--- config.mk ---
export PLATFORM = sky130hd
export DESIGN_NAME = pc_front
export DESIGN_NICKNAME = d
export VERILOG_FILES = /design/src/rtl/pc_pkg.sv /design/src/rtl/pc_front.sv
export SDC_FILE = /design/constraint.sdc
export NUM_CORES = 2
export LEC_CHECK = 0
export ABC_AREA = 0
export BUFFER_PORTS_ARGS = -buffer_cell sky130_fd_sc_hd__buf_4
export CAP_MARGIN = 20
export CORE_ASPECT_RATIO = 0.5
export CORE_MARGIN = 2
export CORE_UTILIZATION = 35
export DETAILED_ROUTE_END_ITERATION = 12
export PLACE_DENSITY = 0.61
export SKIP_CTS_REPAIR_TIMING = 1
export SLEW_MARGIN = 20
export SYNTH_ARGS = -nofsm -noshare
export SYNTH_HDL_FRONTEND = slang
export SYNTH_SLANG_ARGS = --single-unit
--- constraint.sdc ---
create_clock -name aclk -period 18.9 [get_ports aclk]
set_input_delay 0.945 -clock aclk [delete_from_list [all_inputs] [get_ports aclk]]
set_output_delay 0.945 -clock aclk [all_outputs]
set_load 0.005 [all_outputs]
--- src/rtl/pc_pkg.sv ---
// shared constants for the correlation block
// no dependencies
package pc_pkg;

    localparam logic [1:0] STATUS_OK    = 2'd0;
    localparam logic [1:0] STATUS_CONST = 2'd1;
    localparam logic [1:0] STATUS_OVF   = 2'd2;

    localparam int Q_BITS = 15;
    localparam int S_BITS = 16;
    localparam int IDX_W  = 4;

endpackage

--- src/rtl/pc_front.sv ---
// front end: takes sample beats and accumulates count and sums
// depends on pc_pkg; pushes one snapshot per data set into the queue
module pc_front import pc_pkg::*; #(
    parameter int SB          = 16,
    parameter int CW          = 13,
    parameter int MAX_SAMPLES = 4096,
    parameter int SX_W        = 29,
    parameter int SQ_W        = 45,
    parameter int SNAP_W      = 1 + CW + 2 * SX_W + 3 * SQ_W
) (
    input  logic              aclk,
    input  logic              aresetn,
    input  logic              s_valid,
    output logic              s_ready,
    input  logic [15:0]       s_x_sample,
    input  logic [15:0]       s_y_sample,
    input  logic              s_last_pair,
    output logic              push_valid,
    input  logic              push_ready,
    output logic [SNAP_W-1:0] push_data
);

    logic [CW-1:0]          count_reg, count_next;
    logic signed [SX_W-1:0] sx_reg, sx_next, sy_reg, sy_next;
    logic signed [SQ_W-1:0] sxy_reg, sxy_next, sxx_reg, sxx_next, syy_reg, syy_next;
    logic                   ovf_reg, ovf_next;
    logic signed [SB-1:0]   xs, ys;
    logic signed [2*SB-1:0] pxy, pxx, pyy;
    logic                   take, full;

    assign xs   = s_x_sample[SB-1:0];
    assign ys   = s_y_sample[SB-1:0];
    assign pxy  = xs * ys;
    assign pxx  = xs * xs;
    assign pyy  = ys * ys;
    assign full = (count_reg == CW'(MAX_SAMPLES));
    assign take = s_valid & s_ready;

    assign s_ready    = push_ready;
    assign push_valid = take & s_last_pair;

    always_comb begin
        count_next = count_reg;
        sx_next    = sx_reg;
        sy_next    = sy_reg;
        sxy_next   = sxy_reg;
        sxx_next   = sxx_reg;
        syy_next   = syy_reg;
        ovf_next   = ovf_reg;
        if (full) begin
            ovf_next = 1'b1;
        end else begin
            count_next = count_reg + CW'(1);
            sx_next    = sx_reg + SX_W'(xs);
            sy_next    = sy_reg + SX_W'(ys);
            sxy_next   = sxy_reg + SQ_W'(pxy);
            sxx_next   = sxx_reg + SQ_W'(pxx);
            syy_next   = syy_reg + SQ_W'(pyy);
        end
    end

    assign push_data = {ovf_next, count_next, sx_next, sy_next, sxy_next, sxx_next, syy_next};

    always_ff @(posedge aclk) begin
        if (!aresetn || (take && s_last_pair)) begin
            count_reg <= '0;
            sx_reg    <= '0;
            sy_reg    <= '0;
            sxy_reg   <= '0;
            sxx_reg   <= '0;
            syy_reg   <= '0;
            ovf_reg   <= 1'b0;
        end else if (take) begin
            count_reg <= count_next;
            sx_reg    <= sx_next;
            sy_reg    <= sy_next;
            sxy_reg   <= sxy_next;
            sxx_reg   <= sxx_next;
            syy_reg   <= syy_next;
            ovf_reg   <= ovf_next;
        end
    end

endmodule

After elaboration in Yosys (flattened, before gate mapping)
Cells that the tools add are included.
{"block": "totals", "input_bits": 37, "elab_cells": 29, "output_inout_bits": 209, "register_bits": 207}
{"block": "op_classes", "n_bitwise": 2, "eq_ne": 1, "n_addsub": 6, "reduce_logical": 3, "mul": 3, "muxes": 7}
{"operator": "45-bit by 32-bit adder with 45-bit output", "count": 3}
{"operator": "45-bit 2-to-1 mux", "count": 3}
{"operator": "16-bit by 16-bit multiplier with 32-bit output", "count": 3}
{"operator": "29-bit by 16-bit adder with 29-bit output", "count": 2}
{"operator": "29-bit 2-to-1 mux", "count": 2}
{"operator": "13-bit by 1-bit adder with 13-bit output (second input constant)", "count": 1}
{"operator": "13-bit equality test (second input constant)", "count": 1}
{"operator": "13-bit 2-to-1 mux", "count": 1}
{"operator": "1-bit bitwise AND", "count": 2}
{"operator": "1-bit logical AND", "count": 1}
{"operator": "1-bit logical NOT", "count": 1}
{"operator": "1-bit logical OR", "count": 1}
{"operator": "1-bit 2-to-1 mux", "count": 1}

Depth between registers and ports, before layout
{"block": "depth", "depth_word": 3, "depth_mapped": 29, "mapped_depth_nobuf": 26}

Least setup slack after synthesis
No wires, ideal clock.
{"block": "synth_timing", "kind": "input port to output port", "from": "input port s_y_sample[15]", "to": "output port push_data[43]", "required_time_ns": 17.955, "arrival_ns": 7.963, "path_stages": 27, "n_path_buf": 3, "slack_ns": 9.992, "cell_sequence": "clkbuf_1 -> inv_1 -> clkbuf_1 -> clkbuf_1 -> nor2_1 -> fa_1 -> inv_1 -> fa_1 -> fa_1 -> fa_1 -> inv_1 -> fa_1 -> inv_1 -> fa_1 -> inv_1 -> ha_1 -> nor3_1 -> o21ai_0 -> a21oi_1 -> o2bb2ai_1 -> o211ai_1 -> a221o_1 -> o41ai_2 -> o21ai_1 -> xor2_1 -> nand2_1 -> nand2_1"}
{"block": "synth_via", "elab_chain_cells": 3}
{"element": "start: declaration", "line_no": "pc_front.sv:16", "source": "input logic [15:0] s_y_sample,"}
{"element": "16-bit by 16-bit multiplier with 32-bit output", "line_no": "pc_front.sv:35", "source": "assign pyy = ys * ys;"}
{"element": "45-bit by 32-bit adder with 45-bit output", "line_no": "pc_front.sv:58", "source": "syy_next = syy_reg + SQ_W'(pyy);"}
{"element": "45-bit 2-to-1 mux", "line_no": "pc_front.sv:50", "source": "if (full) begin"}
{"element": "end: declaration", "line_no": "pc_front.sv:20", "source": "output logic [SNAP_W-1:0] push_data"}
No other way between the ends.

Final worst setup path
Same ends and word-level chain as after synthesis.

==> results.json <==
{
  "outcome": "finished clean",
  "synth_edf_count": 0,
  "hold_depth": 2,
  "crit_slowest_cell": "fa_1",
  "start_util_pct": 35.4,
  "seq_area_um2": 4140,
  "ys_warn_count": 0,
  "nNetsFinal": 7450,
  "critPathLaunchType": "input port",
  "std_cell_rows": 97,
  "drc": 0,
  "clock-skew-final_ps": 17.5,
  "gp_congestion": 0.894,
  "synth_seq_area_share_pct": 8.32,
  "worstMarginPinSlew_ps": 1120,
  "synth_most_common_cell": "inv_1",
  "rr_worst_depth": 21,
  "cap_violations": 0,
  "synthDistinctLibCells": 68,
  "crit_end": "push_data[43]",
  "wl_per_cell_um": 17.0,
  "period_needed_ps": 9780,
  "syn_inst": 5901,
  "cts_tree": "built",
  "setup_viol": 0,
  "cts_sinks": 207,
  "dieArea_um2": 146000,
  "hpwl_um": 105000,
  "max_freq_ghz": 0.102,
  "setup_tns_ps": 0,
  "dp.cells": 7808,
  "dr.pass1.iters": 6,
  "grt_usage_pct": 19.1,
  "drv_slew": 0,
  "fin_cells": 7864,
  "r2r-start": "sxy_reg[15]",
  "grt_max_degree": 69,
  "nFillCells": 14300,
  "area_growth_pct": 9.11,
  "ff2ff_setup_slack_ps": 12600,
  "multiInputGateArea_um2": 39900,
  "crit_type": "input port to output pin",
  "cp_max_fo": 33,
  "io_pins": 246,
  "crit_path_frequent_cell": "fa_1",
  "synth_common_cells": "inv_1, fa_1, nand2_1",
  "post-route-period-util_pct": 51.8,
  "final_core_util_pct": 38.6,
  "cts-buffers-inserted": 31,
  "ys_ff_latch": 207,
  "async_flop_share_pct": 0,
  "critPathLaunch": "s_y_sample[15]",
  "syn_avg_cell_area_um2": 8.44,
  "crit_arrival_ps": 8840,
  "rsz0062_at_grt": "no",
  "hold_class": "register to register",
  "yosys.area.top_type": "fa_1",
  "grt_pass1_vias": 39600,
  "crit_path_end_kind": "output pin",
  "port_buffers": 245,
  "required_ps": 17950,
  "die_w_um": 538,
  "grt_pass1_wl_um": 220000,
  "drt_iter0_markers": 2436,
  "synthTopCellsByArea": "fa_1, ha_1, inv_1",
  "routed-via-count": 38300,
  "grt-ovfl-total": 0,
  "drive_above_1_share_pct": 5.95,
  "synthFlopType": "dfxtp_1",
  "hold_viol_final": 0,
  "relSlewSlack_pct": 24.5,
  "synth_top_area_share_pct": 39.5,
  "die_height_um": 271,
  "ant_nets": 0,
  "reg2reg_to": "sxy_reg[44]",
  "viasPerCell": 4.87,
  "htree_levels": 1,
  "clock_latency_ps": 640,
  "cts.path.max_buffers": 3,
  "wl_um": 134000,
  "root_buffer": "clkbuf_16",
  "clk_pin_slew_worst_paths_ps": 60,
  "syn_area_um2": 49800,
  "syn_nets": 7391,
  "coreArea_um2": 141000,
  "antenna_found_initial": 2,
  "slowest_delay_ps": 930
}
==> worst max-delay path, delay by kind of cell <==
kind	cells	cell delay, ps
adder cells (fa/ha/maj)	7	4340
AND/OR/NAND/NOR	4	530
AO/OA/AOI/OAI	7	1370
XOR/XNOR	1	200
buffers and inverters	8	1390
==> layer usage <==
layer / routed length [um] / vias up / GRT usage, %
li1: - / 18200 / -
met1: 60200 / 19100 / 26.6
met2: 62200 / 908 / 31.5
met3: 8520 / 105 / 2.79
met4: 3090 / 0 / 3.85
met5: 0 / - / 0
==> worst min-delay path by stage <==
stage | startpoint | endpoint | slack (ps)
CTS | ovf_reg | ovf_reg | 460
finish | ovf_reg | ovf_reg | 460
floorplan | ovf_reg | ovf_reg | 430
global route | sx_reg[7] | sx_reg[7] | 490
global placement | ovf_reg | ovf_reg | 440
detailed placement | ovf_reg | ovf_reg | 450
==> logic make-up (layout without fill, tap and decap cells) <==
family,Yosys count,in the layout,share of synthesized area (%)
buffers and inverters,1544,1625,11.7
other,0,1,0
XOR/XNOR,237,237,4.17
AND/OR/NAND/NOR,1668,1668,14.7
adder cells (fa/ha/maj),1453,1453,51.3
AO/OA/AOI/OAI,763,763,9.28
flip-flops,207,207,8.32
multiplexers,29,29,0.585
==> through the flow <==
stage	cell area [um2]	hold WS, ps	setup slack (ps)
after floorplan	49800	428	9990
after global placement	53300	439	9200
after detailed placement	53300	445	9170
after CTS	54300	461	9130
after global routing	54300	494	8660
final	54300	461	9120
==> cell type report <==
type	instances	share of cell area [%]
Antenna cell	1	0.00460
Clock buffer	44	1.65
Clock inverter	11	0.244
Inverter	1301	8.99
Multi-Input combinational cell	4150	73.4
Sequential cell	207	7.63
Tap cell	1881	4.33
Timing Repair Buffer	269	3.72
==> cell usage in the layout (no fill, tap or decap), types with 54 or more instances in the layout <==
master   instances
ha_1           471
xor2_1          89
xnor2_1        148
fa_1           982
a21oi_1        308
nor3_1          73
inv_1         1294
nor2_1         390
a21o_1          84
nand2_1        809
nand3_1         54
o21ai_0        139
buf_4          269
and2_1         182
dfxtp_1        207
Power is not shown: default switching activity piles up to over one toggle a cycle in this logic, so the estimate is an artifact.
