==> config.mk <==
export PLATFORM = sky130hd
export DESIGN_NAME = pc_fifo
export DESIGN_NICKNAME = d
export VERILOG_FILES = /design/src/rtl/pc_pkg.sv /design/src/rtl/pc_fifo.sv
export SDC_FILE = /design/constraint.sdc
export NUM_CORES = 1
export LEC_CHECK = 0
export ABC_AREA = 1
export ABC_CLOCK_PERIOD_IN_PS = 2000
export BUFFER_PORTS_ARGS = -buffer_cell sky130_fd_sc_hd__buf_2
export CAP_MARGIN = 15
export CORE_UTILIZATION = 50
export DETAILED_ROUTE_END_ITERATION = 10
export GPL_ROUTABILITY_DRIVEN = 0
export PLACE_DENSITY = 0.76
export SETUP_SLACK_MARGIN = 0.05
export SYNTH_ARGS = -nofsm -noshare
export SYNTH_HDL_FRONTEND = slang
export SYNTH_SLANG_ARGS = --single-unit
==> constraint.sdc <==
create_clock -name aclk -period 2 [get_ports aclk]
set_clock_uncertainty 0.1 [all_clocks]
set_input_delay 0.5 -clock aclk [delete_from_list [all_inputs] [get_ports aclk]]
set_output_delay 0.5 -clock aclk [all_outputs]
set_load 0.02 [all_outputs]
==> src/rtl/pc_pkg.sv <==
// shared constants for the correlation block
// no dependencies
package pc_pkg;

    localparam logic [1:0] STATUS_OK    = 2'd0;
    localparam logic [1:0] STATUS_CONST = 2'd1;
    localparam logic [1:0] STATUS_OVF   = 2'd2;

    localparam int Q_BITS = 15;
    localparam int S_BITS = 16;
    localparam int IDX_W  = 4;

endpackage

==> src/rtl/pc_fifo.sv <==
// two-entry queue of data-set snapshots between front and back
// depends on pc_pkg only through the shared import style
module pc_fifo import pc_pkg::*; #(
    parameter int W = 8
) (
    input  logic         aclk,
    input  logic         aresetn,
    input  logic         wr_valid,
    output logic         wr_ready,
    input  logic [W-1:0] wr_data,
    output logic         rd_valid,
    input  logic         rd_pop,
    output logic [W-1:0] rd_data
);

    logic [W-1:0] mem_reg [2];
    logic         wr_ptr_reg, rd_ptr_reg;
    logic [1:0]   fill_reg;
    logic         do_wr, do_rd;

    assign wr_ready = (fill_reg != 2'd2);
    assign rd_valid = (fill_reg != 2'd0);
    assign rd_data  = mem_reg[rd_ptr_reg];
    assign do_wr    = wr_valid & wr_ready;
    assign do_rd    = rd_pop & rd_valid;

    always_ff @(posedge aclk) begin
        if (do_wr) begin
            mem_reg[wr_ptr_reg] <= wr_data;
        end
    end

    always_ff @(posedge aclk) begin
        if (!aresetn) begin
            wr_ptr_reg <= 1'b0;
            rd_ptr_reg <= 1'b0;
            fill_reg   <= 2'd0;
        end else begin
            if (do_wr) wr_ptr_reg <= ~wr_ptr_reg;
            if (do_rd) rd_ptr_reg <= ~rd_ptr_reg;
            fill_reg <= fill_reg + 2'(do_wr) - 2'(do_rd);
        end
    end

endmodule

# Yosys cells after proc, flatten, opt, wreduce, memory -nomap -nowiden
# Memories as Yosys holds them, arrays and structs flattened. A register that Yosys moved wholly into a read port is not among the register bits.
# Index checks and enable logic that the tools add are counted.
[totals]
regBits = 4
mem_bits_rw = 16
inputBits = 12
out_inout_bits = 10
memories = 1
[op_classes]
add_sub_neg = 2
n_eq_ne = 1
mux = 4
bitwise = 4
n_reduce_logical = 1
[memory_table]
columns = ["memory", "words", "word_bits", "read_ports", "rd_ports_with_merged_regs", "wr", "line", "source"]
rows = [
  ["mem_reg", 2, 8, 1, 1, 1, "pc_fifo.sv:16", "logic [W-1:0] mem_reg [2];"],
]
[op_table]
columns = ["cell", "count"]
rows = [
  ["1-bit 2-to-1 mux", 4],
  ["2-bit by 1-bit adder with 2-bit output", 1],
  ["1-bit bitwise AND", 2],
  ["2-bit inequality test (second input constant)", 1],
  ["1-bit NOT", 2],
  ["2-bit nonzero test", 1],
  ["2-bit by 1-bit subtractor with 2-bit output", 1],
]

# Longest topological paths before layout
# Gate-level depths: netlist of the first run.
[logic_depth]
word_depth = 4
mapped_depth = 11
ltp_nobuf = 11

# Worst setup path after synthesis of the first run
# Ideal clock, no wire load.
[synth_path]
path_kind = "flip-flop to flip-flop"
startpoint = "register fill_reg[0]"
endpoint = "register fill_reg[1]"
arrival_time_ps = 1383
required_time_ps = 1785
slack_ps = 402
path_stages_with_launch = 11
path_buffers = 0
synth_period_minus_slack_ps = 1598
path_cell_list = "dfxtp_1 > inv_1 > nand2_2 > nand2_1 > ha_1 > inv_1 > ha_1 > inv_1 > nand2_1 > a21oi_1 > nor2_1"
[synth_via]
elab_chain_len = 4
elab_cells_between_ends = 6
classes_between = "2 x add/sub; 1 x eq/ne; 2 x bitwise; 1 x reduce/logical"
[synth_rtl]
columns = ["element", "line", "source"]
rows = [
  ["start: declaration", "pc_fifo.sv:18", "logic [1:0] fill_reg;"],
  ["start signal: assignment", "pc_fifo.sv:41", "fill_reg <= fill_reg + 2'(do_wr) - 2'(do_rd);"],
  ["2-bit inequality test", "pc_fifo.sv:21", "assign wr_ready = (fill_reg != 2'd2);"],
  ["via wr_ready", "pc_fifo.sv:9", "output logic wr_ready,"],
  ["1-bit bitwise AND", "pc_fifo.sv:24", "assign do_wr = wr_valid & wr_ready;"],
  ["2-bit by 1-bit adder with 2-bit output", "pc_fifo.sv:41", ""],
  ["2-bit by 1-bit subtractor with 2-bit output", "pc_fifo.sv:41", ""],
]
# The timed path passes the listed nets, and every way through them passes these cells.
# A chain may end at the register's enable or synchronous reset.

==> results of run 1 <==
-- layer usage --
layer	vias up	routed length (um)	global-route usage [%]	part of all wire, %
met3	4	62	2.92	4.6
met5	-	0	0	0
met1	233	572	19.4	43
met4	0	39	13.1	2.9
li1	259	-	-	-
met2	17	666	28.4	50
-- logic make-up after synthesis --
family	count (synthesis)	share of synthesized area [%]
flops	21	66.6
simple gates	20	11.3
buf+inv	8	4.30
mux	8	13.8
compound gates	2	1.15
fa+ha+maj	2	2.87
-- cells in the final DEF (no fill, tap or decap), types with 2 or more instances in the layout --
cell      count
nand3_1       2
dfxtp_1       5
nand2_2       2
buf_4         2
a21oi_1       2
clkbuf_4      3
nand2_1       7
inv_1         7
mux2_4        8
nor2_1        6
ha_1          2
buf_2        21
edfxtp_1     16
-- through the flow --
stage / cells / area, um2 / hold WS (ps) / setup WS, ps / utilization [%]
after global placement: 99 / 1000 / 385 / 294 / 64.2
after detailed placement: 99 / 1000 / 399 / 253 / 64.2
after CTS: 103 / 1030 / 271 / 103 / 66.0
after floorplan: 61 / 872 / 367 / 402 / -
final: 103 / 1030 / 279 / 111 / 66.0
after global routing: 103 / 1030 / 262 / 53.0 / 66.0
-- final timing paths --
kind / start / end / slack (ps) / cells after the start
setup reg to reg: fill_reg[0] / fill_reg[1] / 320 / 10
hold reg to reg: rd_ptr_reg / flip-flop / 430 / 2
hold / removal: wr_data[7] / mem_reg[0][7] / 280 / 1
setup / recovery: flip-flop / rd_data[7] / 110 / 3
-- worst max-delay path, cell delays in order (launching register included) --
cell     delay (ps)
dfxtp_1         320
buf_4           190
mux2_4          320
buf_2           160
-- report_power, final --
group	switching (mW)	internal (mW)	total, mW
sequential	0.0428	0.559	0.602
combinational	0.289	0.214	0.503
clock	0.125	0.0746	0.199
total	0.456	0.848	1.30
-- area by class of cell --
type / instances / share of cell area [%]
clock buffer: 3 / 2.19
clock inverter: 1 / 0.487
inverter: 7 / 2.55
multi-input combinational: 32 / 24.7
sequential: 21 / 56.4
tap: 16 / 1.95
timing repair buffer: 23 / 11.7
==> flow_metrics.py, run 1 <==
metrics = {
    "status": {
        "outcome": "finished with violations",
        "violations": "design-rule violations",
    },
    "synth": {
        "ys_types": 14,
        "ys_ff_latch": 21,
        "synthArstFlopShare_pct": 0,
        "synth_cells": 61,
        "yosysTopAreaCell": "edfxtp_1",
        "synth_area_um2": 872,
        "yosys_warnings": 0,
        "synth_enable_flop_cells": 16,
        "avgSynthCellArea_um2": 14.3,
        "ys_seq_area_share_pct": 66.6,
        "yosysMostFrequentCell": "edfxtp_1",
        "synthTopCellsByCount": "edfxtp_1 (16), mux2_4 (8), inv_1 (7), nand2_1 (7), nor2_1 (6)",
        "yosys_most_used_dff": "edfxtp_1",
        "syn_nets": 75,
        "yosys-top-cells-area": "edfxtp_1 (55%), mux2_4 (14%), dfxtp_1 (11%), inv_1 (3.0%), nand2_1 (3.0%)",
        "synth.top_cell.area_share_pct": 55.1,
    },
    "die": {
        "die_h_um": 43.8,
        "pin_count": 22,
        "die_w_um": 43.8,
        "core-area_mm2": 0.00156,
        "initial_core_util_pct": 55.9,
        "num_rows": 14,
        "design.die.area_mm2": 0.00192,
    },
    "sta": {
        "post-route-period-util_pct": 94.4,
        "clock.fmax_mhz": 529,
        "slew_viol_final": 0,
        "worst_slew_pin_slew_ps": 306,
        "rsz0062_at_grt": "no",
        "fin_crit_ps": 1890,
        "maxSlewHeadroom_pct": 79.6,
        "setup_violations": 0,
        "setup_tns_ps": 0,
        "final-hold-violation-count": 0,
    },
    "place": {
        "hpwl_um": 1010,
        "port_buffers": 21,
    },
    "drt": {
        "routed_wirelength_um": 1340,
        "antenna_left": 0,
        "drc": 2,
        "viasPerCell": 4.98,
        "wl_per_cell_um": 13.0,
        "vias": 513,
        "drt_iter0_drc": 13,
        "first_pass_iters": 7,
    },
    "clock_tree": {
        "cts.path.max_buffers": 2,
        "cts_buffers": 3,
        "hold_buffers": 0,
        "cts.sinks": 21,
        "postCtsSetupBuffers": 0,
        "clk_pin_slew_ps": 110,
        "post_cts_resized": 0,
        "cts_max_level": 1,
        "clock-root-buffer": "clkbuf_4",
        "clk_latency_ps": 300,
        "cts_tree": "done",
    },
    "global_routing": {
        "grt_max_degree": 13,
        "grt_pass1_vias": 520,
        "grtUsageTotal_pct": 17.1,
        "antenna_found_initial": 0,
        "grt_pass1_wl_um": 2190,
        "overflow": 0,
    },
    "power": {
        "p_total_mw": 1.30,
        "pwr_density_cell_mw_per_mm2": 1270,
        "ir_drop_uv": 819,
        "leakagePower_nw": 0.460,
    },
    "worst_setup_path": {
        "cp-end-kind": "output port",
        "required_ps": 1400,
        "worstSetupPathType": "flip-flop to output port",
        "path_max_fanout": 8,
        "worst_setup_path_start_kind": "flip-flop",
        "arrival_ps": 1290,
    },
    "cells_and_area": {
        "area_delta_synth_final_pct": 17.9,
        "multiInputGateArea_um2": 254,
        "nNetsFinal": 102,
        "diodes": 0,
        "fill_cells": 121,
        "largest_register_ffs": 16,
        "drive_gt1_share_pct": 46.0,
        "regArea_um2": 581,
    },
    "min_path": {
        "hp-class": "input port to flip-flop",
    },
    "flow_run": {
        "cap_viol_max_count": 0,
    },
}
No activity file was read; power rests on OpenSTA's default activity.
==> inputs of run 2 (changes only) <==
CORE_UTILIZATION = 53   (was 50)
CTS_BUF_LIST = sky130_fd_sc_hd__clkbuf_8   (was unset)
GPL_TIMING_DRIVEN = 1   (was unset)
PLACE_DENSITY = 0.8   (was 0.76)
==> run 2 against run 1 <==
The flow now finishes without violations. Critical path type unchanged. Hold slack gained 55 ps. Sequential power is essentially flat. Final area grew 1.8%. Die area shrank 5.4%. Non-clock buffer count is the same. Final cell count is the same. Highest routed layer unchanged. Combinational power is essentially flat. Total power grew 4.7%.
==> flow_metrics.py, run 2 (same netlist as run 1, synthesis figures left out) <==
metrics = {
    "place": {
        "port_buffers": 21,
        "hpwl_um": 988,
    },
    "worst_setup_path": {
        "worstPathCellList": "buf_4 > mux2_4 > buf_2",
        "cp-end-kind": "output port",
        "slowest_stage": "dfxtp_1",
        "worst_setup_path_start_kind": "flip-flop",
        "crit_family": "buffers and inverters",
        "worstSetupPathType": "flip-flop to output port",
        "required_ps": 1400,
        "regToRegStartpoint": "fill_reg[0]",
        "arrival_ps": 1220,
        "cp_slowest_stage_delay_ps": 310,
        "path_max_fanout": 8,
        "crit_buf_inv": 2,
    },
    "global_routing": {
        "antenna_found_initial": 0,
        "grt_pass1_wl_um": 2160,
        "grt_max_degree": 13,
        "overflow": 0,
        "grt_pass1_vias": 505,
        "grtUsageTotal_pct": 16.7,
    },
    "min_path": {
        "hp-class": "input port to flip-flop",
        "worstHoldStart": "wr_data[2]",
    },
    "power": {
        "pwr_density_cell_mw_per_mm2": 1300,
        "leakagePower_nw": 0.468,
        "ir_drop_uv": 741,
    },
    "clock_tree": {
        "postCtsSetupBuffers": 0,
        "cts_buffers": 3,
        "clock-root-buffer": "clkbuf_8",
        "post_cts_resized": 0,
        "cts_tree": "done",
        "hold_buffers": 0,
        "clk_latency_ps": 250,
        "cts_max_level": 1,
        "clk_pin_slew_ps": 70,
        "cts.path.max_buffers": 2,
        "cts.sinks": 21,
    },
    "cells_and_area": {
        "drive_gt1_share_pct": 46.0,
        "final_cell_mix": "buf_2 (21), edfxtp_1 (16), mux2_4 (8)",
        "diodes": 0,
        "nNetsFinal": 102,
        "final_common_cell": "buf_2",
        "area_delta_synth_final_pct": 20.1,
        "largest_register_ffs": 16,
        "fill_cells": 113,
    },
    "sta": {
        "clock.fmax_mhz": 549,
        "worst_slew_pin_slew_ps": 303,
        "slew_viol_final": 0,
        "fin_hold_ws_ps": 334,
        "setup_violations": 0,
        "maxSlewHeadroom_pct": 79.8,
        "rsz0062_at_grt": "no",
        "setup_tns_ps": 0,
        "post-route-period-util_pct": 91.1,
        "final-hold-violation-count": 0,
        "fin_crit_ps": 1820,
    },
    "drt": {
        "first_pass_iters": 4,
        "antenna_left": 0,
        "routed_wirelength_um": 1320,
        "vias": 508,
        "drt_iter0_drc": 17,
        "drc": 0,
        "wl_per_cell_um": 12.8,
        "viasPerCell": 4.93,
    },
    "die": {
        "die_h_um": 42.6,
        "pin_count": 22,
        "design.die.area_mm2": 0.00181,
        "num_rows": 14,
        "die_w_um": 42.6,
        "initial_core_util_pct": 57.2,
        "core-area_mm2": 0.00152,
    },
    "status": {
        "outcome": "complete, no violations",
    },
    "flow_run": {
        "cap_viol_max_count": 0,
    },
}
## run 2: area by class of cell
| class | count | area (um2) | area share (%) |
|---|---|---|---|
| Sequential cell | 21 | 581 | 55.4 |
| Multi-Input combinational cell | 32 | 254 | 24.3 |
| Timing Repair Buffer | 23 | 120 | 11.5 |
| Clock buffer | 3 | 41.3 | 3.94 |
| Inverter | 7 | 26.3 | 2.51 |
| Tap cell | 16 | 20.0 | 1.91 |
| Clock inverter | 1 | 5.00 | 0.478 |
## run 2: metrics by stage
stage                     instances  worst slack [ps]  cell area [um2]  total power [mW]  utilization, %
after floorplan                  61               402              872             0.986               -
after global placement           99               311             1000              1.09            65.7
after detailed placement         99               238             1000              1.11            65.7
after CTS                       103               170             1050              1.38            68.7
after global routing            103               133             1050              1.45            68.7
final                           103               179             1050              1.37            68.7
## run 2: path summary, 6_finish.rpt
kind | to | cells past startpoint | slack, ps
setup reg to reg | fill_reg[1] | 10 | 320
hold / removal | mem_reg[1][2] | 1 | 330
hold reg to reg | flip-flop | 2 | 410
setup / recovery | rd_data[0] | 3 | 180
## run 2: power breakdown
| group | internal (mW) | switching, mW |
|---|---|---|
| logic | 0.213 | 0.287 |
| registers | 0.560 | 0.0410 |
| clock network | 0.138 | 0.126 |
| total | 0.911 | 0.455 |
## run 2: per-layer routing
| layer | wire, um | global-route usage (%) | part of all wire [%] | vias to the layer above |
|---|---|---|---|---|
| met5 | 0 | 0 | 0 | - |
| met4 | 8 | 7.50 | 0.61 | 0 |
| met3 | 38 | 3.88 | 2.9 | 2 |
| met2 | 706 | 28.6 | 53 | 13 |
| met1 | 570 | 19.8 | 43 | 235 |
| li1 | - | - | - | 258 |
==> inputs of run 3 (changes only) <==
REMOVE_ABC_BUFFERS = 1   (was unset)
==> run 3 against run 2 <==
Sequential power barely moved. Routed wire length down 8.1%. Die area stayed put. Count of clock-buffer cells in the layout stayed put. Final area rose by 0.60%. Critical path depth is the same. Register-to-register slack improved by 30 ps. Critical path type unchanged.
==> flow_metrics.py, run 3 (same netlist as run 1, synthesis figures left out) <==
metrics = {
    "status": {
        "outcome": "complete, no violations",
    },
    "worst_setup_path": {
        "worstSetupPathType": "flip-flop to output port",
        "cp-end-kind": "output port",
        "arrival_ps": 1180,
        "regToRegStartpoint": "fill_reg[0]",
        "path_max_fanout": 4,
        "required_ps": 1400,
        "worst_setup_path_start_kind": "flip-flop",
        "rrSetupSlack_ps": 350,
    },
    "cells_and_area": {
        "largest_register_ffs": 16,
        "final_area_mm2": 0.00105,
        "final_cell_mix": "buf_2 (21), edfxtp_1 (16), inv_1 (8), mux2_4 (8), nand2_1 (7)",
        "nNetsFinal": 103,
        "final_cells": 104,
        "diodes": 0,
        "drive_gt1_share_pct": 45.5,
        "multiInputGateArea_um2": 254,
        "area_delta_synth_final_pct": 20.8,
        "final_common_cell": "buf_2",
        "fill_cells": 126,
        "regArea_um2": 581,
        "post-route-util_pct": 69.1,
    },
    "drt": {
        "vias": 513,
        "drc": 0,
        "routed_wirelength_um": 1220,
        "viasPerCell": 4.93,
        "wl_per_cell_um": 11.7,
        "antenna_left": 0,
        "drt_iter0_drc": 6,
        "first_pass_iters": 2,
    },
    "sta": {
        "setup_tns_ps": 0,
        "clock.fmax_mhz": 562,
        "slew_viol_final": 0,
        "final-hold-violation-count": 0,
        "worst_slew_pin_slew_ps": 337,
        "setup_violations": 0,
        "post-route-period-util_pct": 89.0,
        "fin_hold_ws_ps": 334,
        "rsz0062_at_grt": "no",
        "maxSlewHeadroom_pct": 77.5,
        "fin_crit_ps": 1780,
    },
    "place": {
        "hpwl_um": 919,
        "placed_cell_area_mm2": 0.00101,
        "port_buffers": 21,
        "placed_cells": 100,
    },
    "clock_tree": {
        "cts.sinks": 21,
        "cts_buffers": 3,
        "hold_buffers": 0,
        "postCtsSetupBuffers": 0,
        "cts_tree": "done",
        "cts.path.max_buffers": 2,
        "cts_max_level": 1,
        "post_cts_resized": 0,
        "clk_pin_slew_ps": 70,
        "clock-root-buffer": "clkbuf_8",
        "clk_latency_ps": 250,
    },
    "die": {
        "initial_core_util_pct": 57.2,
        "pin_count": 22,
        "core-area_mm2": 0.00152,
        "die_h_um": 42.6,
        "num_rows": 14,
        "design.die.area_mm2": 0.00181,
        "die_w_um": 42.6,
    },
    "power": {
        "ir_drop_uv": 935,
        "seqPwrFrac_pct": 44.2,
        "p_sw_share_pct": 32.7,
        "switchingPower_mw": 0.446,
        "p_clk_share_pct": 18.8,
        "pwr_density_cell_mw_per_mm2": 1290,
        "intPower_mw": 0.917,
        "pwr-share-comb_pct": 37.0,
        "leakagePower_nw": 0.475,
    },
    "global_routing": {
        "gr-usage-met2_pct": 27.4,
        "antenna_found_initial": 0,
        "grt_pass1_wl_um": 1960,
        "top_usage_layer": "met2",
        "grt_max_degree": 12,
        "grt_pass1_vias": 488,
        "met3_usage_pct": 5.60,
        "grtUsageTotal_pct": 15.4,
        "use_met1_pct": 16.6,
        "overflow": 0,
    },
    "min_path": {
        "hp-class": "input port to flip-flop",
        "worstHoldStart": "wr_data[1]",
    },
    "flow_run": {
        "cap_viol_max_count": 0,
    },
}
[run 3: changes by cell type in the layout (fill, tap and decap cells not counted)]
cell | before | now
buf_4 | 2 | 3
clkinv_2 | 1 | 0
inv_1 | 7 | 8
[run 3: power groups by stage]
stage / sequential, mW / clock [mW] / combinational, mW
after floorplan: 0.619 / 0 / 0.353
after CTS: 0.603 / 0.262 / 0.509
after global placement: 0.607 / 0 / 0.494
after detailed placement: 0.612 / 0 / 0.508
final: 0.603 / 0.256 / 0.504
after global routing: 0.609 / 0.282 / 0.561
[run 3: cell type report]
type / count / share of cell area (%)
clock inverters: 1 / 0.356
repair buffers: 24 / 12.1
clock buffers: 3 / 3.92
well taps: 16 / 1.90
inverters: 7 / 2.49
flip-flops and latches: 21 / 55.1
multi-input cells: 32 / 24.1
[run 3: final timing paths]
check	endpoint	cells after the start
hold / removal	mem_reg[1][1]	1
setup reg to reg	fill_reg[1]	10
setup / recovery	rd_data[5]	3
hold reg to reg	rd_ptr_reg	2
[run 3: metrics by stage]
step                      worst slack (ps)  power, mW
after floorplan                        402      0.973
after detailed placement               287       1.12
after CTS                              213       1.37
final                                  221       1.36
after global routing                   168       1.45
after global placement                 311       1.10
[run 3: critical path: stages, from the launching register on]
cell and delay [ps]:
dfxtp_1 330, buf_4 150, mux2_4 300, buf_2 160
[run 3: per-layer routing]
layer	wire length, um	share of wire [%]
met1	495	41
met2	657	54
met3	53	4.4
met4	9	0.74
met5	0	0
