--- src/rtl/pc_pkg.sv ---
// shared constants for the correlation block
// no dependencies
package pc_pkg;

    localparam logic [1:0] STATUS_OK    = 2'd0;
    localparam logic [1:0] STATUS_CONST = 2'd1;
    localparam logic [1:0] STATUS_OVF   = 2'd2;

    localparam int Q_BITS = 15;
    localparam int S_BITS = 16;
    localparam int IDX_W  = 4;

endpackage

--- src/rtl/pc_back.sv ---
// back end: forms c, d, e and searches the root and ratio bit by bit
// depends on pc_pkg; one shift-add multiplier shared by every phase; trial squares are combinational
module pc_back import pc_pkg::*; #(
    parameter int CW     = 13,
    parameter int SX_W   = 29,
    parameter int SQ_W   = 45,
    parameter int WIDE   = 152,
    parameter int SNAP_W = 1 + CW + 2 * SX_W + 3 * SQ_W
) (
    input  logic              aclk,
    input  logic              aresetn,
    input  logic              snap_valid,
    input  logic [SNAP_W-1:0] snap_data,
    output logic              snap_pop,
    output logic              m_valid,
    input  logic              m_ready,
    output logic [15:0]       m_correlation,
    output logic [15:0]       m_r_squared,
    output logic [12:0]       m_pair_count,
    output logic [1:0]        m_status
);

    typedef enum logic [4:0] {
        ST_IDLE  = 5'b00001,
        ST_LOAD  = 5'b00010,
        ST_RUN   = 5'b00100,
        ST_STORE = 5'b01000,
        ST_DONE  = 5'b10000
    } state_t;

    // product phases
    localparam logic [3:0] PH_NSXY = 4'd0;
    localparam logic [3:0] PH_SXSY = 4'd1;
    localparam logic [3:0] PH_NSXX = 4'd2;
    localparam logic [3:0] PH_SXSX = 4'd3;
    localparam logic [3:0] PH_NSYY = 4'd4;
    localparam logic [3:0] PH_SYSY = 4'd5;
    localparam logic [3:0] PH_DE   = 4'd6;
    localparam logic [3:0] PH_CC   = 4'd7;
    localparam logic [3:0] PH_QRY  = 4'd8;
    localparam logic [3:0] PH_SRY  = 4'd9;

    localparam int O_SXX = SQ_W;
    localparam int O_SXY = 2 * SQ_W;
    localparam int O_SY  = 3 * SQ_W;
    localparam int O_SX  = 3 * SQ_W + SX_W;
    localparam int O_N   = 3 * SQ_W + 2 * SX_W;

    state_t            state_reg;
    logic [3:0]        ph_reg;
    logic [IDX_W-1:0]  bit_reg;
    logic [Q_BITS-1:0] q_reg;
    logic [S_BITS-1:0] s_reg;
    logic              bad_reg;
    logic [WIDE-1:0]   acc_reg, mcand_reg, mplier_reg;
    logic [WIDE-1:0]   tmp_reg, c_reg, d_reg, e_reg, de_reg, c2_reg;
    logic [WIDE-1:0]   op_a, op_b, diff, cm, lim_q, lim_s;
    logic [WIDE-1:0]   n_w, sx_w, sy_w, sxy_w, sxx_w, syy_w;
    logic [Q_BITS-1:0] tq;
    logic [S_BITS-1:0] ts;
    logic [2*Q_BITS-1:0] tt;
    logic              d_bad, e_bad, c_neg, out_free;
    logic [15:0]       corr_reg, rsq_reg;
    logic [12:0]       cnt_reg;
    logic [1:0]        status_reg;
    logic              valid_reg;

    assign n_w   = WIDE'(snap_data[O_N +: CW]);
    assign sx_w  = WIDE'($signed(snap_data[O_SX +: SX_W]));
    assign sy_w  = WIDE'($signed(snap_data[O_SY +: SX_W]));
    assign sxy_w = WIDE'($signed(snap_data[O_SXY +: SQ_W]));
    assign sxx_w = WIDE'($signed(snap_data[O_SXX +: SQ_W]));
    assign syy_w = WIDE'($signed(snap_data[0 +: SQ_W]));

    assign tq    = q_reg | (Q_BITS'(1) << bit_reg);
    assign ts    = s_reg | (S_BITS'(1) << bit_reg);
    assign tt    = (2*Q_BITS)'(tq) * (2*Q_BITS)'(tq);
    assign c_neg = c_reg[WIDE-1];
    assign cm    = c_neg ? (WIDE'(0) - c_reg) : c_reg;
    assign lim_q = c2_reg << 30;
    assign lim_s = c2_reg << 16;
    assign diff  = tmp_reg - acc_reg;
    assign d_bad = d_reg[WIDE-1] || (d_reg == '0);
    assign e_bad = diff[WIDE-1] || (diff == '0);
    assign out_free = !valid_reg || m_ready;

    always_comb begin
        case (ph_reg)
            PH_NSXY: begin op_a = n_w;  op_b = sxy_w; end
            PH_SXSY: begin op_a = sx_w; op_b = sy_w;  end
            PH_NSXX: begin op_a = n_w;  op_b = sxx_w; end
            PH_SXSX: begin op_a = sx_w; op_b = sx_w;  end
            PH_NSYY: begin op_a = n_w;  op_b = syy_w; end
            PH_SYSY: begin op_a = sy_w; op_b = sy_w;  end
            PH_DE:   begin op_a = d_reg; op_b = e_reg; end
            PH_CC:   begin op_a = cm;   op_b = cm;    end
            PH_QRY:  begin op_a = de_reg; op_b = WIDE'(tt); end
            PH_SRY:  begin op_a = de_reg; op_b = WIDE'(ts); end
            default: begin op_a = '0;   op_b = '0;    end
        endcase
    end

    assign snap_pop = (state_reg == ST_DONE) && out_free;

    always_ff @(posedge aclk) begin
        if (!aresetn) begin
            state_reg <= ST_IDLE;
            valid_reg <= 1'b0;
        end else begin
            if (valid_reg && m_ready) valid_reg <= 1'b0;
            case (state_reg)
                ST_IDLE: begin
                    ph_reg  <= PH_NSXY;
                    q_reg   <= '0;
                    s_reg   <= '0;
                    bad_reg <= 1'b0;
                    if (snap_valid) state_reg <= ST_LOAD;
                end
                ST_LOAD: begin
                    mcand_reg  <= op_a;
                    mplier_reg <= op_b;
                    acc_reg    <= '0;
                    state_reg  <= ST_RUN;
                end
                ST_RUN: begin
                    if (mplier_reg == '0) begin
                        state_reg <= ST_STORE;
                    end else begin
                        if (mplier_reg[0]) acc_reg <= acc_reg + mcand_reg;
                        mcand_reg  <= mcand_reg << 1;
                        mplier_reg <= mplier_reg >> 1;
                    end
                end
                ST_STORE: begin
                    state_reg <= ST_LOAD;
                    ph_reg    <= ph_reg + 4'd1;
                    case (ph_reg)
                        PH_NSXY, PH_NSXX, PH_NSYY: tmp_reg <= acc_reg;
                        PH_SXSY: c_reg <= diff;
                        PH_SXSX: d_reg <= diff;
                        PH_SYSY: begin
                            e_reg <= diff;
                            if (d_bad || e_bad) begin
                                bad_reg   <= 1'b1;
                                state_reg <= ST_DONE;
                            end
                        end
                        PH_DE: de_reg <= acc_reg;
                        PH_CC: begin
                            c2_reg  <= acc_reg;
                            bit_reg <= IDX_W'(Q_BITS - 1);
                        end
                        PH_QRY: begin
                            if (acc_reg <= lim_q) q_reg <= tq;
                            if (bit_reg == '0) begin
                                bit_reg <= IDX_W'(S_BITS - 1);
                            end else begin
                                bit_reg <= bit_reg - IDX_W'(1);
                                ph_reg  <= ph_reg;
                            end
                        end
                        PH_SRY: begin
                            if (acc_reg <= lim_s) s_reg <= ts;
                            if (bit_reg == '0) begin
                                state_reg <= ST_DONE;
                            end else begin
                                bit_reg <= bit_reg - IDX_W'(1);
                                ph_reg  <= ph_reg;
                            end
                        end
                        default: state_reg <= ST_IDLE;
                    endcase
                end
                ST_DONE: begin
                    if (out_free) begin
                        valid_reg <= 1'b1;
                        state_reg <= ST_IDLE;
                    end
                end
                default: state_reg <= ST_IDLE;
            endcase
        end
    end

    // result payload, loaded as the beat is handed to the output register
    always_ff @(posedge aclk) begin
        if (state_reg == ST_DONE && out_free) begin
            corr_reg <= c_neg ? (16'd0 - 16'(q_reg)) : 16'(q_reg);
            rsq_reg  <= s_reg;
            cnt_reg  <= 13'(snap_data[O_N +: CW]);
            if (snap_data[SNAP_W-1]) status_reg <= STATUS_OVF;
            else if (bad_reg)        status_reg <= STATUS_CONST;
            else                     status_reg <= STATUS_OK;
        end
    end

    assign m_valid       = valid_reg;
    assign m_correlation = corr_reg;
    assign m_r_squared   = rsq_reg;
    assign m_pair_count  = cnt_reg;
    assign m_status      = status_reg;

endmodule

--- config.mk ---
export PLATFORM = sky130hd
export DESIGN_NAME = pc_back
export DESIGN_NICKNAME = d
export VERILOG_FILES = /design/src/rtl/pc_pkg.sv /design/src/rtl/pc_back.sv
export SDC_FILE = /design/constraint.sdc
export NUM_CORES = 2
export LEC_CHECK = 0
export BUFFER_PORTS_ARGS = -buffer_cell sky130_fd_sc_hd__buf_2
export CORE_MARGIN = 2
export CORE_UTILIZATION = 40
export CTS_CLUSTER_SIZE = 10
export DETAILED_ROUTE_END_ITERATION = 8
export HOLD_SLACK_MARGIN = 0.06
export PLACE_DENSITY = 0.6
export SLEW_MARGIN = 15
export SYNTH_ARGS = -nofsm -noshare
export SYNTH_HDL_FRONTEND = slang
export SYNTH_SLANG_ARGS = --single-unit
--- constraint.sdc ---
create_clock -name aclk -period 13.11 [get_ports aclk]
set_input_delay 1.311 -clock aclk [delete_from_list [all_inputs] [get_ports aclk]]
set_output_delay 1.311 -clock aclk [all_outputs]
set_load 0.03 [all_outputs]
# --- Word level (Yosys, flattened, before mapping) ---
# Cells that the tools add are included.
op_classes:
  addsub: 6
  n_mul: 1
  order_cmp: 2
  eq_ne: 27
  n_shift: 2
  n_mux: 37
  bitwise_logic: 2
  n_reduce_logical: 34
op_table:
  columns: ["op", "count"]
  rows:
  - ["$pmux 152 s9", 1]
  - ["$pmux 152 s2", 3]
  - ["$pmux 152 s6", 1]
  - ["$mux 152", 5]
  - ["$logic_not 152->1", 3]
  - ["$le 152x152->1", 2]
  - ["$add 152x152->152", 1]
  - ["$sub 1x152->152 const A", 1]
  - ["$sub 152x152->152", 1]
  - ["$mux 15", 3]
  - ["$mux 16", 2]
  - ["$pmux 16 s2", 1]
  - ["$mul 15x15->30", 1]
  - ["$pmux 15 s2", 1]
  - ["$reduce_and 3->1", 9]
  - ["$mux 5", 5]
  - ["$pmux 5 s5", 1]
  - ["$ne 2x2->1 const B", 10]
  - ["$reduce_and 4->1", 5]
  - ["$eq 4x3->1 const B", 4]
  - ["$mux 4", 4]
  - ["$or 16x16->16", 1]
  - ["$shl 1x4->16 const A", 1]
  - ["$sub 1x15->16 const A", 1]
  - ["other kinds (28)", 44]
word_totals:
  register_bits: 1445
  in_bits: 211
  out_inout_bits: 49
  wordCells: 132

# --- Depth between registers and ports, before layout ---
logic_depth:
  word_depth: 7
  ltp_mapped: 35
  mapped_depth_nobuf: 34

# --- Least setup slack after synthesis ---
# Ideal clock, no wire load.
synth_timing:
  kind: "input to register"
  from: "in aresetn"
  to: "reg acc_reg[0], enable pin"
  setup_ps: 524
  arrival_ps: 12158
  t_required_ps: 12586
  path_slack_ps: 427
  cell_stages: 2
  path_buffers: 0
  path_cell_list: "and4b_1 -> o21a_1"
synth_between:
  elab_chain_cells: 1
synth_rtl:
  columns: ["element", "line", "source"]
  rows:
  - ["start, declared", "pc_back.sv:11", "input logic aresetn,"]
  - ["$reduce_and 4->1 (no source line)", null, null]
  - ["end signal, assigned", "pc_back.sv:129", "if (mplier_reg[0]) acc_reg <= acc_reg + mcand_reg;"]
  - ["end, declared", "pc_back.sv:55", "logic [WIDE-1:0] acc_reg, mcand_reg, mplier_reg;"]
# Every way passes these cells.
# A chain may end at the register's enable or synchronous reset.

# --- Worst setup path after layout ---
layout_timing:
  from: "reg bit_reg[3]"
  to: "reg mplier_reg[28] (data pin)"
layout_between:
  elab_chain_cells: 5
layout_rtl:
  columns: ["element", "line", "source"]
  rows:
  - ["start, declared", "pc_back.sv:51", "logic [IDX_W-1:0] bit_reg;"]
  - ["start signal, assigned", "pc_back.sv:151", "bit_reg <= IDX_W'(Q_BITS - 1);"]
  - ["start signal, assigned", "pc_back.sv:156", "bit_reg <= IDX_W'(S_BITS - 1);"]
  - ["start signal, assigned", "pc_back.sv:158", "bit_reg <= bit_reg - IDX_W'(1);"]
  - ["$shl 1x4->15", "pc_back.sv:75", "assign tq = q_reg | (Q_BITS'(1) << bit_reg);"]
  - ["$or 15x15->15", "pc_back.sv:75", null]
  - ["$mul 15x15->30", "pc_back.sv:77", "assign tt = (2*Q_BITS)'(tq) * (2*Q_BITS)'(tq);"]
  - ["$pmux 152 s9", "pc_back.sv:88", "case (ph_reg)"]
  - ["$pmux 152 s2", "pc_back.sv:111", "case (state_reg)"]
  - ["end signal, assigned", "pc_back.sv:121", "mplier_reg <= op_b;"]
  - ["end signal, assigned", "pc_back.sv:131", "mplier_reg <= mplier_reg >> 1;"]
  - ["end, declared", "pc_back.sv:55", null]
# Every way passes these cells.

==> flow_metrics.py <==
metrics = {
    "status": {
        "result_of_the_run": "complete, but fails checks",
        "failed_checks": "design-rule violations",
    },
    "global_route": {
        "grt_max_degree": 204,
        "first_pass_grt_wire_length_um": 539400,
        "globalRoute.totalOverflow": 0,
        "initial_antenna_violation_count": 32,
        "groute.usage.overall": 0.3232,
        "via_count_of_the_first_global_routing_pass": 72780,
    },
    "synthesis": {
        "async_flop_share": 0,
        "synthFlopType": "sky130_fd_sc_hd__edfxtp_1",
        "synthCells": 8900,
        "synth-edff-count": 1439,
        "nets_in_the_synthesized_netlist": 9910,
        "ys_seq_elements": 1445,
        "synth_area_per_cell_sq_um": 10.25,
        "register_area_share_after_synthesis": 0.4751,
        "yosysWarningCount": 0,
        "yosysUniqueCellTypes": 102,
        "post_synth_instance_area_sq_mm": 0.09121,
    },
    "drt": {
        "detailroute.via_count": 77660,
        "routed_via_density": 6.348,
        "wire_per_inst_um": 31.54,
        "detail_route.iter0.violations": 10520,
        "drtAntennaViolNets": 0,
        "detail_route.wirelength_um": 385800,
        "route.detailed.drc": 4,
        "first_drt_pass_iteration_count": 9,
    },
    "placement": {
        "dp.final_hpwl_um": 297700,
        "placedCellCount": 11960,
        "gp_congestion": 1.006,
        "place.port_buffers": 259,
        "placement.cell_area_sq_mm": 0.09644,
    },
    "clocking": {
        "post_cts.repair.setup_buffers": 0,
        "numCtsBuffers": 177,
        "postCtsHoldBufs": 0,
        "cts_htree_levels": 4,
        "clk_root_buffer_cell": "sky130_fd_sc_hd__clkbuf_16",
        "cts.reportedPaths.clkPinSlew_ps": 60,
        "max-clock-path-buffers": 3,
        "cts_tree": "yes",
        "post_cts_resized": 0,
        "cts.sinks": 1445,
        "clock_insertion_delay_worst_skew_ps": 880,
    },
    "sta": {
        "timing_max_transition_violations_final": 0,
        "worst_pin_slew_ps": 1286,
        "finalCriticalPeriod_ps": 9362,
        "timing.final.crit_share": 0.7141,
        "fmax_mhz": 106.8,
        "setup_viol_count_final": 0,
        "timing.final.hold_violations": 0,
        "clk_skew_ps": 64.22,
        "grt_setup_unrepaired": "false",
        "timing.slew.headroom": 0.1426,
        "summed_negative_setup_slack_over_all_endpoints_ps": 0,
    },
    "worst_setup_path": {
        "critical_path.startpoint_type": "register",
        "critical_path_required_ps": 13710,
        "cp-end-kind": "register",
        "crit-reg2reg-launch": "bit_reg[3]",
        "timing.critical_path.from": "bit_reg[3]",
        "critical_path.max_stage_delay_ps": 640,
        "critical-path-slowest-cell": "sky130_fd_sc_hd__edfxtp_1",
        "timing.critical_path.mode_cell": "sky130_fd_sc_hd__inv_1",
        "start_to_end_type_of_the_worst_setup_path": "register to register",
        "worst-endpoint-arrival_ps": 9970,
        "worstPathMaxFanout": 13,
    },
    "floorplan": {
        "x_dimension_of_the_die_um": 481.5,
        "ports_placed_on_the_boundary": 260,
        "die_y_um": 481.5,
        "floorplan.die_area_sq_mm": 0.2319,
        "num_rows": 175,
        "core-area_sq_mm": 0.2271,
        "start_util": 0.4017,
    },
    "pwr": {
        "static-leakage-power_uw": 0.03780,
        "irDropWorstVdd_v": 0.0003538,
        "power_density_mw_per_mm2": 148.5,
    },
    "flow_run": {
        "maxCapViolations": 0,
    },
    "finish": {
        "drive_above_1_share": 0.08682,
        "nets": 10140,
        "flow.area_growth_from_synthesis_pct": 11.50,
        "final.fill_count": 21350,
        "footprint_of_the_multi_input_gates_sq_mm": 0.04430,
        "final-instance-count-excl-fill": 12230,
        "design_area_sq_mm": 0.1017,
        "area.sequential_sq_mm": 0.04333,
    },
    "hold_path": {
        "worst_hold_startpoint": "s_reg[4]",
        "worstHoldPathType": "register to register",
    },
}
cells by family after synthesis:
family | after synthesis | synth area share
flops | 1445 | 0.4751
compound gates | 2499 | 0.1759
mux | 11 | 0.001276
simple gates | 2683 | 0.1416
xor+xnor | 450 | 0.04321
buf+inv | 1013 | 0.04193
fa+ha+maj | 799 | 0.1210
cells in the final DEF, fill, tap and decap left out, types with 52 or more instances in the layout:
cell type	n
sky130_fd_sc_hd__edfxtp_1	1439
sky130_fd_sc_hd__nor2_1	875
sky130_fd_sc_hd__a21oi_1	780
sky130_fd_sc_hd__nand2_1	675
sky130_fd_sc_hd__ha_1	660
sky130_fd_sc_hd__inv_1	607
sky130_fd_sc_hd__o21ai_0	424
sky130_fd_sc_hd__xnor2_1	309
sky130_fd_sc_hd__buf_2	259
sky130_fd_sc_hd__a31oi_1	252
sky130_fd_sc_hd__nand4_1	235
sky130_fd_sc_hd__buf_4	188
sky130_fd_sc_hd__clkbuf_16	178
sky130_fd_sc_hd__a21o_1	156
sky130_fd_sc_hd__a221oi_1	148
sky130_fd_sc_hd__nor4_1	143
sky130_fd_sc_hd__xor2_1	140
sky130_fd_sc_hd__fa_1	139
sky130_fd_sc_hd__nor3_1	109
sky130_fd_sc_hd__nand2b_1	105
sky130_fd_sc_hd__nor2b_1	97
sky130_fd_sc_hd__nand3_1	93
sky130_fd_sc_hd__a22oi_1	93
sky130_fd_sc_hd__o21bai_1	86
sky130_fd_sc_hd__o31ai_1	77
sky130_fd_sc_hd__o21a_1	65
sky130_fd_sc_hd__or3_1	63
sky130_fd_sc_hd__o211ai_1	52
path summary, 6_finish.rpt:
| check | slack, ps | depth (start not counted) | endpoint |
|---|---|---|---|
| worst max-delay path | 3750 | 32 | mplier_reg[28] |
| worst min-delay path | 460 | 0 | m_r_squared[4] |
| worst max register to register | 3750 | 32 | mplier_reg[28] |
| worst min register to register | 460 | 0 | m_r_squared[4] |
area by class of cell:
cell class	count	area share
Clock buffer	213	0.04529
Tap cell	3009	0.03702
Timing Repair Buffer	450	0.02721
Sequential cell	1445	0.4261
Inverter	611	0.02255
Antenna cell	11	0.0002707
Clock inverter	53	0.005979
Multi-Input combinational cell	6442	0.4356
worst max-delay path: cells and delay by family, from the launching register on:
family / cells / cell delay [ps]
buffers and inverters: 7 / 950
AO/OA/AOI/OAI: 11 / 2810
adder cells (fa/ha/maj): 7 / 3040
flip-flops: 1 / 640
AND/OR/NAND/NOR: 7 / 1670
power by group:
group | switching, uW | leakage, uW | internal, uW
sequential | 101 | 0.0132 | 5240
combinational | 3190 | 0.0221 | 1940
clock | 2060 | 0.00252 | 2560
total | 5360 | 0.0378 | 9750
per-layer routing:
| layer | vias to the layer above | global-route usage | part of all wire |
|---|---|---|---|
| met5 | - | 0 | 0.00014 |
| met4 | 8 | 0.1284 | 0.044 |
| met3 | 667 | 0.07541 | 0.11 |
| met2 | 4446 | 0.4734 | 0.42 |
| met1 | 38720 | 0.4595 | 0.42 |
| li1 | 33820 | - | - |
per-stage QoR:
step	setup WS, ps	utilization	hold slack [ps]	power (uW)
after floorplan	427.4	-	427.0	8925
after global placement	4075	0.4247	476.0	10540
after detailed placement	3842	0.4247	454.7	10540
after CTS	3801	0.4477	469.4	15150
after global routing	3210	0.4478	477.5	15870
final	3748	0.4479	464.2	15100
synthesized netlist by cell type, types with 28 or more instances:
cell	n	area, sq um
sky130_fd_sc_hd__nand2b_1	105	656.9
sky130_fd_sc_hd__or3_1	63	394.1
sky130_fd_sc_hd__o211ai_1	52	390.4
sky130_fd_sc_hd__ha_1	660	8258
sky130_fd_sc_hd__clkbuf_1	371	1393
sky130_fd_sc_hd__fa_1	139	2783
sky130_fd_sc_hd__or4_1	51	382.9
sky130_fd_sc_hd__and2_1	48	300.3
sky130_fd_sc_hd__a41oi_1	32	280.3
sky130_fd_sc_hd__or2_2	36	225.2
sky130_fd_sc_hd__a221oi_1	148	1296
sky130_fd_sc_hd__a222oi_1	43	430.4
sky130_fd_sc_hd__nor4_1	152	950.9
sky130_fd_sc_hd__and3_1	51	319.1
sky130_fd_sc_hd__edfxtp_1	1439	43210
sky130_fd_sc_hd__xnor2_1	310	2715
sky130_fd_sc_hd__a22oi_1	93	698.2
sky130_fd_sc_hd__xor2_1	140	1226
sky130_fd_sc_hd__nor3_1	110	550.5
sky130_fd_sc_hd__nand3_1	93	465.5
sky130_fd_sc_hd__o41ai_1	28	245.2
sky130_fd_sc_hd__nand2_1	679	2549
sky130_fd_sc_hd__nor2b_1	100	625.6
sky130_fd_sc_hd__a21oi_1	780	3904
sky130_fd_sc_hd__o21a_1	66	495.5
sky130_fd_sc_hd__a21o_1	156	1171
sky130_fd_sc_hd__o21bai_1	86	645.6
sky130_fd_sc_hd__nand4_1	235	1470
sky130_fd_sc_hd__nor2_1	877	3292
sky130_fd_sc_hd__o31ai_1	77	578.1
sky130_fd_sc_hd__inv_1	607	2278
sky130_fd_sc_hd__a211oi_1	37	277.8
sky130_fd_sc_hd__a31oi_1	254	1589
sky130_fd_sc_hd__o21ai_0	427	2137
(Power assumes the default switching activity.)
